==> config.mk <==
export PLATFORM = sky130hd
export DESIGN_NAME = utf8_to_utf16_transcoder
export DESIGN_NICKNAME = d
export VERILOG_FILES = /design/src/design/utt_pkg.sv /design/src/design/utt_decode.sv /design/src/design/utf8_to_utf16_transcoder.sv
export VERILOG_INCLUDE_DIRS = /design/src /design/src/design
export SDC_FILE = /design/constraint.sdc
export NUM_CORES = 1
export LEC_CHECK = 0
export BUFFER_PORTS_ARGS = -buffer_cell sky130_fd_sc_hd__buf_2
export CAP_MARGIN = 20
export CORE_UTILIZATION = 30
export DETAILED_ROUTE_END_ITERATION = 12
export PLACE_DENSITY = 0.55
export RECOVER_POWER = 25
export SYNTH_ARGS = -nofsm -noshare
export SYNTH_HDL_FRONTEND = slang
export SYNTH_SLANG_ARGS = --single-unit
==> constraint.sdc <==
create_clock -name clock -period 6.5 [get_ports clock]
set_input_delay 0.65 -clock clock [delete_from_list [all_inputs] [get_ports clock]]
set_output_delay 0.65 -clock clock [all_outputs]
set_load 0.05 [all_outputs]
==> src/design/utf8_to_utf16_transcoder_defines.svh <==
// assertion macros for the transcoder rtl
// expects signals named clock and reset in the scope of each use
`ifndef UTF8_TO_UTF16_TRANSCODER_DEFINES_SVH
`define UTF8_TO_UTF16_TRANSCODER_DEFINES_SVH

// same-cycle implication
`define UTT_ASSERT_NOW(label, ante, cons, msg) \
   label: assert property (@(posedge clock) disable iff (reset) (ante) |-> (cons)) \
      else $error(msg);

// next-cycle implication
`define UTT_ASSERT_NEXT(label, ante, cons, msg) \
   label: assert property (@(posedge clock) disable iff (reset) (ante) |=> (cons)) \
      else $error(msg);

`endif

==> src/design/utt_pkg.sv <==
// types and constants of the utf-8 to utf-16 transcoder
// used by utt_decode and utf8_to_utf16_transcoder; no dependencies
package utt_pkg;

   typedef enum logic [2:0] {
      STOP_COMPLETE  = 3'd0,
      STOP_NUL       = 3'd1,
      STOP_BAD_LEAD  = 3'd2,
      STOP_TRUNCATED = 3'd3,
      STOP_FULL      = 3'd4
   } stop_type;

   // register indexes on the csr port
   localparam logic REG_UNIT_CAPACITY    = 1'b0;
   localparam logic REG_REPLACEMENT_CODE = 1'b1;

   localparam logic [15:0] CAPACITY_RESET    = 16'hFFFF;
   localparam logic [15:0] REPLACEMENT_RESET = 16'hFFFD;

   // most results one byte can cause
   localparam int MAX_RES = 3;

   localparam logic [7:0]  ASCII_LIMIT   = 8'h80;
   localparam logic [7:0]  LEAD2_MIN     = 8'd192;
   localparam logic [7:0]  LEAD3_MIN     = 8'd224;
   localparam logic [7:0]  LEAD4_MIN     = 8'd240;
   localparam logic [7:0]  BAD_LEAD_MIN  = 8'd248;
   localparam logic [20:0] CP_2BYTE_MIN  = 21'h00080;
   localparam logic [20:0] CP_3BYTE_MIN  = 21'h00800;
   localparam logic [20:0] CP_4BYTE_MIN  = 21'h10000;
   localparam logic [20:0] CP_MAX        = 21'h10FFFF;
   localparam logic [20:0] SURR_LOW      = 21'h0D800;
   localparam logic [20:0] SURR_HIGH     = 21'h0DFFF;
   localparam logic [15:0] HIGH_SURR     = 16'hD800;
   localparam logic [15:0] LOW_SURR      = 16'hDC00;

   typedef struct packed {
      logic [7:0] in_byte;
      logic       end_of_string;
   } req_type;

   typedef struct packed {
      logic [15:0] code_unit;
      logic        is_end_marker;
      logic [15:0] units_written;
      logic [2:0]  stop_reason;
      logic        last_of_run;
   } rsp_type;

   typedef struct packed {
      logic [20:0] acc;
      logic [1:0]  remaining;
      logic [2:0]  seq_len;
      logic [15:0] count;
      logic        halted;
      stop_type    reason;
   } state_type;

endpackage

==> src/design/utt_decode.sv <==
// per-byte decode: next string state and up to three results
// depends on utt_pkg
module utt_decode (
   input  utt_pkg::state_type           cur,
   input  utt_pkg::req_type             item,
   input  logic [15:0]                  unit_capacity,
   input  logic [15:0]                  replacement_code,
   output utt_pkg::state_type           nxt,
   output utt_pkg::rsp_type [2:0]       res,
   output logic [1:0]                   nres
);
   import utt_pkg::*;

   logic [7:0]  b;
   logic        eos;
   logic        full1;
   logic        full2;
   logic [20:0] acc_shift;
   logic        fin;
   logic [20:0] cp;
   logic [2:0]  flen;
   logic [20:0] cpx;
   logic        need2;
   logic [19:0] v;
   logic        do_halt;
   stop_type    halt_r;
   logic [1:0]  nd;
   logic [15:0] u0;
   logic [15:0] u1;
   logic [20:0] repl_x;

   assign b         = item.in_byte;
   assign eos       = item.end_of_string;
   assign repl_x    = {5'd0, replacement_code};
   assign acc_shift = {cur.acc[14:0], b[5:0]};
   assign full1     = cur.count >= unit_capacity;
   assign full2     = ({1'b0, cur.count} + 17'd1) >= {1'b0, unit_capacity};

   always_comb begin
      nxt     = cur;
      fin     = 1'b0;
      cp      = '0;
      flen    = '0;
      cpx     = '0;
      need2   = 1'b0;
      v       = '0;
      do_halt = 1'b0;
      halt_r  = STOP_COMPLETE;
      nd      = 2'd0;
      u0      = '0;
      u1      = '0;

      if (!cur.halted) begin
         if (cur.remaining == 2'd0) begin
            if (full1) begin
               do_halt = 1'b1;
               halt_r  = STOP_FULL;
            end else if (b == 8'd0) begin
               do_halt = 1'b1;
               halt_r  = STOP_NUL;
            end else if (b >= BAD_LEAD_MIN) begin
               do_halt = 1'b1;
               halt_r  = STOP_BAD_LEAD;
            end else if (b < ASCII_LIMIT) begin
               fin  = 1'b1;
               cp   = {13'd0, b};
               flen = 3'd1;
            end else if (b < LEAD2_MIN) begin
               // stray continuation byte
               nd = 2'd1;
               u0 = replacement_code;
            end else if (eos) begin
               do_halt = 1'b1;
               halt_r  = STOP_TRUNCATED;
            end else if (b < LEAD3_MIN) begin
               nxt.acc       = {16'd0, b[4:0]};
               nxt.seq_len   = 3'd2;
               nxt.remaining = 2'd1;
            end else if (b < LEAD4_MIN) begin
               nxt.acc       = {17'd0, b[3:0]};
               nxt.seq_len   = 3'd3;
               nxt.remaining = 2'd2;
            end else begin
               nxt.acc       = {18'd0, b[2:0]};
               nxt.seq_len   = 3'd4;
               nxt.remaining = 2'd3;
            end
         end else begin
            nxt.acc       = acc_shift;
            nxt.remaining = cur.remaining - 2'd1;
            if (cur.remaining == 2'd1) begin
               fin  = 1'b1;
               cp   = acc_shift;
               flen = cur.seq_len;
            end else if (eos) begin
               do_halt = 1'b1;
               halt_r  = STOP_TRUNCATED;
            end
         end
      end

      if (fin) begin
         // overlong, surrogate and out-of-range forms get the replacement
         cpx = cp;
         if (cp < CP_2BYTE_MIN) begin
            if (flen > 3'd1) cpx = repl_x;
         end else if (cp < CP_3BYTE_MIN) begin
            if (flen > 3'd2) cpx = repl_x;
         end else if (cp < CP_4BYTE_MIN) begin
            if (flen > 3'd3 || (cp >= SURR_LOW && cp <= SURR_HIGH)) cpx = repl_x;
         end else if (cp > CP_MAX) begin
            cpx = repl_x;
         end
         need2 = cpx >= CP_4BYTE_MIN;
         v     = 20'(cpx - CP_4BYTE_MIN);
         if (need2 ? full2 : full1) begin
            do_halt = 1'b1;
            halt_r  = STOP_FULL;
         end else begin
            if (need2) begin
               nd = 2'd2;
               u0 = HIGH_SURR | {6'd0, v[19:10]};
               u1 = LOW_SURR | {6'd0, v[9:0]};
            end else begin
               nd = 2'd1;
               u0 = cpx[15:0];
            end
            nxt.remaining = 2'd0;
            nxt.seq_len   = 3'd0;
            nxt.acc       = '0;
         end
      end

      if (do_halt) begin
         nxt.halted    = 1'b1;
         nxt.reason    = halt_r;
         nxt.remaining = 2'd0;
         nxt.seq_len   = 3'd0;
         nxt.acc       = '0;
      end

      nxt.count = cur.count + {14'd0, nd};

      for (int k = 0; k < MAX_RES; k++) begin
         if (2'(k) < nd) begin
            res[k].code_unit     = (k == 0) ? u0 : u1;
            res[k].is_end_marker = 1'b0;
            res[k].units_written = cur.count + 16'(k + 1);
            res[k].stop_reason   = STOP_COMPLETE;
         end else begin
            res[k].code_unit     = '0;
            res[k].is_end_marker = 1'b1;
            res[k].units_written = nxt.count;
            res[k].stop_reason   = nxt.halted ? nxt.reason : STOP_COMPLETE;
         end
         res[k].last_of_run = (2'(k) == (nd + {1'b0, eos} - 2'd1));
      end

      // end of string starts a fresh string
      if (eos) begin
         nxt.acc       = '0;
         nxt.remaining = 2'd0;
         nxt.seq_len   = 3'd0;
         nxt.count     = '0;
         nxt.halted    = 1'b0;
         nxt.reason    = STOP_COMPLETE;
      end
   end

   assign nres = nd + {1'b0, eos};

endmodule

==> src/design/utf8_to_utf16_transcoder.sv <==
// utf-8 to utf-16 transcoder top level: input register, decode, result queue, csr
// depends on utt_pkg, utt_decode and utf8_to_utf16_transcoder_defines.svh
//
//  channel | direction | handshake               | transaction
//  req     | in        | req_valid / req_stall   | one utf-8 byte plus end flag
//  rsp     | out       | rsp_valid / rsp_stall   | one utf-16 unit or end marker
//  csr     | in/out    | apb psel/penable/pready | 32-bit register access
//
// a taken byte is held in the input register and decoded there; its results enter the queue together
// the queue drains one result per cycle unless rsp_stall; a byte has zero to three results
// one-result bytes stream at one per cycle unless rsp_stall; the queue depth sets stall slack
// reset clears the string state, the queue and the registers to their defaults
`include "utf8_to_utf16_transcoder_defines.svh"

module utf8_to_utf16_transcoder #(
   parameter int FIFO_ADDR_W = 2
) (
   input  logic             clock,
   input  logic             reset,
   input  logic             req_valid,
   output logic             req_stall,
   input  utt_pkg::req_type req_data,
   output logic             rsp_valid,
   input  logic             rsp_stall,
   output utt_pkg::rsp_type rsp_data,
   input  logic             psel,
   input  logic             penable,
   input  logic             pwrite,
   input  logic [2:0]       paddr,
   input  logic [31:0]      pwdata,
   output logic [31:0]      prdata,
   output logic             pready
);
   import utt_pkg::*;

   localparam int DEPTH = 1 << FIFO_ADDR_W;
   localparam int CNT_W = FIFO_ADDR_W + 1;

   logic [15:0] capacity_ff;
   logic [15:0] repl_ff;
   logic        csr_wr;

   logic        item_valid_ff;
   logic        item_valid_in;
   req_type     item_ff;
   logic        accept;
   logic        process;

   state_type   state_ff;
   state_type   state_in;
   rsp_type [2:0] res;
   logic [1:0]  nres;

   rsp_type              fifo_ff [DEPTH];
   logic [FIFO_ADDR_W-1:0] wr_ptr_ff;
   logic [FIFO_ADDR_W-1:0] rd_ptr_ff;
   logic [CNT_W-1:0]     fifo_count_ff;
   logic [CNT_W-1:0]     fifo_count_in;
   logic [CNT_W-1:0]     after_pop;
   logic                 pop;
   logic [1:0]           push_n;

   // csr port
   assign pready = 1'b1;
   assign csr_wr = psel & penable & pwrite & pready;
   assign prdata = (paddr[2] == REG_REPLACEMENT_CODE) ? {16'd0, repl_ff} : {16'd0, capacity_ff};

   always_ff @(posedge clock) begin
      if (reset) begin
         capacity_ff <= CAPACITY_RESET;
         repl_ff     <= REPLACEMENT_RESET;
      end else if (csr_wr) begin
         case (paddr[2])
            REG_UNIT_CAPACITY:    capacity_ff <= pwdata[15:0];
            REG_REPLACEMENT_CODE: repl_ff     <= pwdata[15:0];
            default:              ;
         endcase
      end
   end

   // result queue occupancy; a byte is decoded only with room for its worst case
   assign pop       = rsp_valid & ~rsp_stall;
   assign after_pop = fifo_count_ff - CNT_W'(pop);
   assign process   = item_valid_ff && ({1'b0, after_pop} + (CNT_W+1)'(MAX_RES) <=
                                        (CNT_W+1)'(DEPTH));
   assign push_n    = process ? nres : 2'd0;
   assign fifo_count_in = after_pop + CNT_W'(push_n);

   assign req_stall     = item_valid_ff & ~process;
   assign accept        = req_valid & ~req_stall;
   assign item_valid_in = accept | (item_valid_ff & ~process);

   always_ff @(posedge clock) begin
      if (reset) begin
         item_valid_ff <= 1'b0;
      end else begin
         item_valid_ff <= item_valid_in;
      end
   end

   always_ff @(posedge clock) begin
      if (accept) begin
         item_ff <= req_data;
      end
   end

   utt_decode u_decode (
      .cur              (state_ff),
      .item             (item_ff),
      .unit_capacity    (capacity_ff),
      .replacement_code (repl_ff),
      .nxt              (state_in),
      .res              (res),
      .nres             (nres)
   );

   always_ff @(posedge clock) begin
      if (reset) begin
         state_ff <= '{acc: '0, remaining: '0, seq_len: '0, count: '0, halted: 1'b0,
                       reason: STOP_COMPLETE};
      end else if (process) begin
         state_ff <= state_in;
      end
   end

   always_ff @(posedge clock) begin
      for (int k = 0; k < MAX_RES; k++) begin
         if (2'(k) < push_n) begin
            fifo_ff[wr_ptr_ff + FIFO_ADDR_W'(k)] <= res[k];
         end
      end
   end

   always_ff @(posedge clock) begin
      if (reset) begin
         wr_ptr_ff     <= '0;
         rd_ptr_ff     <= '0;
         fifo_count_ff <= '0;
      end else begin
         wr_ptr_ff     <= wr_ptr_ff + FIFO_ADDR_W'(push_n);
         rd_ptr_ff     <= rd_ptr_ff + FIFO_ADDR_W'(pop);
         fifo_count_ff <= fifo_count_in;
      end
   end

   assign rsp_valid = fifo_count_ff != '0;
   assign rsp_data  = fifo_ff[rd_ptr_ff];

   `UTT_ASSERT_NOW(a_fifo_bound, 1'b1, fifo_count_ff <= CNT_W'(DEPTH), "result queue overflow")
   `UTT_ASSERT_NEXT(a_item_kept, item_valid_ff && !process, item_valid_ff, "stalled byte lost")
   `UTT_ASSERT_NEXT(a_eos_clears, process && item_ff.end_of_string,
                    state_ff.count == 16'd0 && !state_ff.halted, "string state not cleared")
   `UTT_ASSERT_NOW(a_marker_last, rsp_valid && rsp_data.is_end_marker,
                   rsp_data.last_of_run && rsp_data.code_unit == 16'd0, "bad end marker")
   `UTT_ASSERT_NOW(a_data_reason, rsp_valid && !rsp_data.is_end_marker,
                   rsp_data.stop_reason == STOP_COMPLETE, "stop reason on data unit")

endmodule

==> results.py <==
metrics = {
    "job": {
        "maxCapViolCount": 4,
    },
    "timing": {
        "fin_crit_sh_pct": 91.2,
        "drv_slew": 139,
        "worst_slew_pin_slew_ps": 3340,
        "hold_viol": 0,
        "setup_viol": 0,
        "clock_skew_ps": 32.2,
        "tns_ps": 0,
        "timing.fmax_mhz": 169,
        "rsz0062_at_grt": "no",
        "maxSlewHeadroom_pct": -122,
        "period_needed_ps": 5930,
        "finalWorstSetupSlack_ps": 571,
    },
    "worst_setup_path": {
        "cp.required_ps": 6900,
        "start_kind": "flip-flop",
        "end_kind": "flip-flop",
        "cp_data_arrival_time_ps": 6330,
        "worstSetupPathType": "reg2reg",
        "cp_max_fo": 8,
    },
    "clock_tree": {
        "cts_tree": "yes",
        "cts_sinks": 237,
        "clock-root-buffer": "clkbuf_16",
        "cts_buffers": 28,
        "cts_htree_levels": 1,
        "clk_latency_ps": 580,
        "clockBufferDepth": 3,
        "post_cts_buffers": 0,
        "clkTransAtPathRegs_ps": 60,
    },
    "synth": {
        "async_reset_ff_share_pct": 0,
        "synth_edf_count": 153,
        "synthTopCellsByArea": "edfxtp_1 32%, dfxtp_1 12%, mux4_2 5.8%",
        "yosys_warnings": 0,
        "synth-simple-area-share_pct": 16.0,
        "yosysUniqueCellTypes": 91,
        "synth_top_cell_by_area": "edfxtp_1",
        "synth_top_area_share_pct": 32.2,
        "synth_compound_area_share_pct": 20.6,
        "synth.mux.area_fraction_pct": 7.38,
        "synthAdderAreaFrac_pct": 4.09,
        "netlist_instances": 1453,
        "postSynthAreaPerCell_um2": 9.81,
        "seq_area_frac_synth_pct": 44.1,
        "synth_area_um2": 14200,
        "synth_top_flop_cell": "edfxtp_1",
        "synth-seq-cells": 237,
        "synth_top_family_by_area": "compound AO/OA/AOI/OAI gates",
        "synthXorXnorAreaFrac_pct": 2.83,
        "synth_common_cells": "185 x nand2_1, 153 x edfxtp_1, 116 x nor2_1, 88 x o21ai_0, 84 x dfxtp_1",
        "yosysMostFrequentCell": "nand2_1",
    },
    "power_and_ir_drop": {
        "leakagePower_nw": 5.83,
        "ir_drop_mv": 0.183,
        "p_per_area_nw_per_um2": 319,
    },
    "floorplan": {
        "pin_count": 123,
        "initial_core_util_pct": 30.5,
        "dieArea_um2": 48400,
        "rows": 79,
        "coreArea_um2": 46700,
        "dieHeight_um": 220,
        "die_width_um": 220,
    },
    "place": {
        "dp_slack_ps": 622,
        "hpwl_um": 36000,
        "port-buffer-count": 87,
        "gp_congestion": 0.937,
    },
    "detailed_routing": {
        "totalWireLength_um": 49300,
        "route.detailed.drc": 10,
        "vias": 12381,
        "detail_route.first_pass.iterations": 9,
        "viasPerCell": 5.77,
        "dr.first_iter.drc_count": 1376,
        "wire_per_inst_um": 23.0,
        "ant_nets": 0,
    },
    "global_routing": {
        "grt_overflow": 0,
        "grt_first_pass_wirelength_um": 74000,
        "grt_antenna_before_repair": 0,
        "grt_max_degree": 40,
        "grt_util_all_layers_pct": 20.3,
        "grt_pass1_vias": 11892,
    },
    "cells_and_area": {
        "drive_above_1_share_pct": 13.5,
        "multiInputGateArea_um2": 7340,
        "fin_nets": 1613,
        "antenna_cells": 0,
        "final_util_pct": 34.9,
        "ff_latch_area_um2": 6280,
        "syn2layout_area_growth_pct": 14.3,
        "fillers": 4766,
    },
    "outcome": {
        "status": "finished with violations",
        "violations": "DRC, capacitance limit, slew limit",
    },
    "hold_path": {
        "hold_class": "in2reg",
    },
}
==> kinds of logic (layout without fill, tap and decap cells) <==
logic type / count (synthesis) / in the layout
buffers and inverters: 163 / 232
XOR/XNOR: 46 / 46
flip-flops: 237 / 237
multiplexers: 58 / 58
AND/OR/NAND/NOR: 477 / 477
AO/OA/AOI/OAI: 424 / 424
other: 2 / 17
adder cells (fa/ha/maj): 46 / 46
==> power breakdown <==
part	total, W	internal (W)	leakage, nW	switching, W
Sequential	0.00185	0.00177	2.06	0.0000762
Combinational	0.00162	0.000445	3.28	0.00118
Clock	0.00173	0.00108	0.491	0.000653
==> what timing repair did <==
action	in CTS	in global routing
hold buffers	0	0
setup endpoints to repair	0	2
gates resized for setup	0	1
==> cells in the final DEF, fill, tap and decap left out, types with 18 or more instances in the layout <==
cell,n
nand2_1,185
nand4_1,18
dfxtp_1,81
o211ai_1,26
buf_4,43
edfxtp_1,153
inv_1,45
a21oi_1,67
o221ai_1,25
nor2_1,115
buf_2,32
o21ai_1,21
o21ai_0,88
xnor2_1,27
xor2_1,19
a22oi_1,37
clkbuf_16,28
nand3_1,41
mux4_2,37
clkbuf_1,62
ha_1,45
o22ai_1,45
==> worst paths after layout <==
check / startpoint / endpoint / slack [ps] / cells past startpoint
max: state_ff[8] / fifo_ff[2][16] / 570 / 20
min: req_data[7] / item_ff[7] / 260 / 1
max reg2reg: state_ff[8] / fifo_ff[2][16] / 570 / 20
min reg2reg: state_ff[0] / state_ff[0] / 500 / 2
==> area by class of cell <==
| type | count | share of cell area [%] |
|---|---|---|
| repair buffers | 135 | 4.49 |
| clock inverters | 18 | 1.68 |
| clock buffers | 33 | 4.48 |
| flip-flops and latches | 237 | 38.6 |
| inverters | 46 | 1.06 |
| well taps | 607 | 4.66 |
| multi-input cells | 1068 | 45.1 |
==> worst max-delay path, cell delays in order (launching register included) <==
cell and delay [ps]:
dfxtp_1 590, and3_1 300, nand2_1 150, nor2_1 390, nand2_1 130, xor2_1 540, inv_1 140, ha_1 330
nand2_1 100, nor3_1 280, o31ai_1 190, a21boi_1 540, nor2_1 140, xnor2_1 180, ha_1 270, nand2_1 120
o31ai_2 110, nand2_1 130, xnor2_1 570, mux2i_1 310, o21ai_0 250
==> metrics by stage <==
step	power [W]	area (um^2)	instances	hold WS, ps
floorplan	0.00305	14300	1468	450
global placement	0.00351	15300	2092	457
detailed placement	0.00353	15400	2093	464
CTS	0.00526	16400	2144	231
global route	0.00540	16300	2144	240
finish	0.00520	16300	2144	261
==> per-layer routing <==
metal | part of all wire [%] | vias to the layer above | global-route usage, %
met5 | 0 | - | 0
met4 | 3.2 | 0 | 6.46
met3 | 8.5 | 102 | 3.55
met2 | 43 | 629 | 30.6
met1 | 45 | 6046 | 29.3
li1 | - | 5604 | -
==> registers in the layout, summed over array words and instances, names as in the netlist <==
signal and count:
fifo_ff 148, state_ff 40, capacity_ff 16, repl_ff 16, item_ff 9, fifo_count_ff 3, rd_ptr_ff 2, wr_ptr_ff 2
item_valid_ff 1
(Power assumes the default switching activity.)
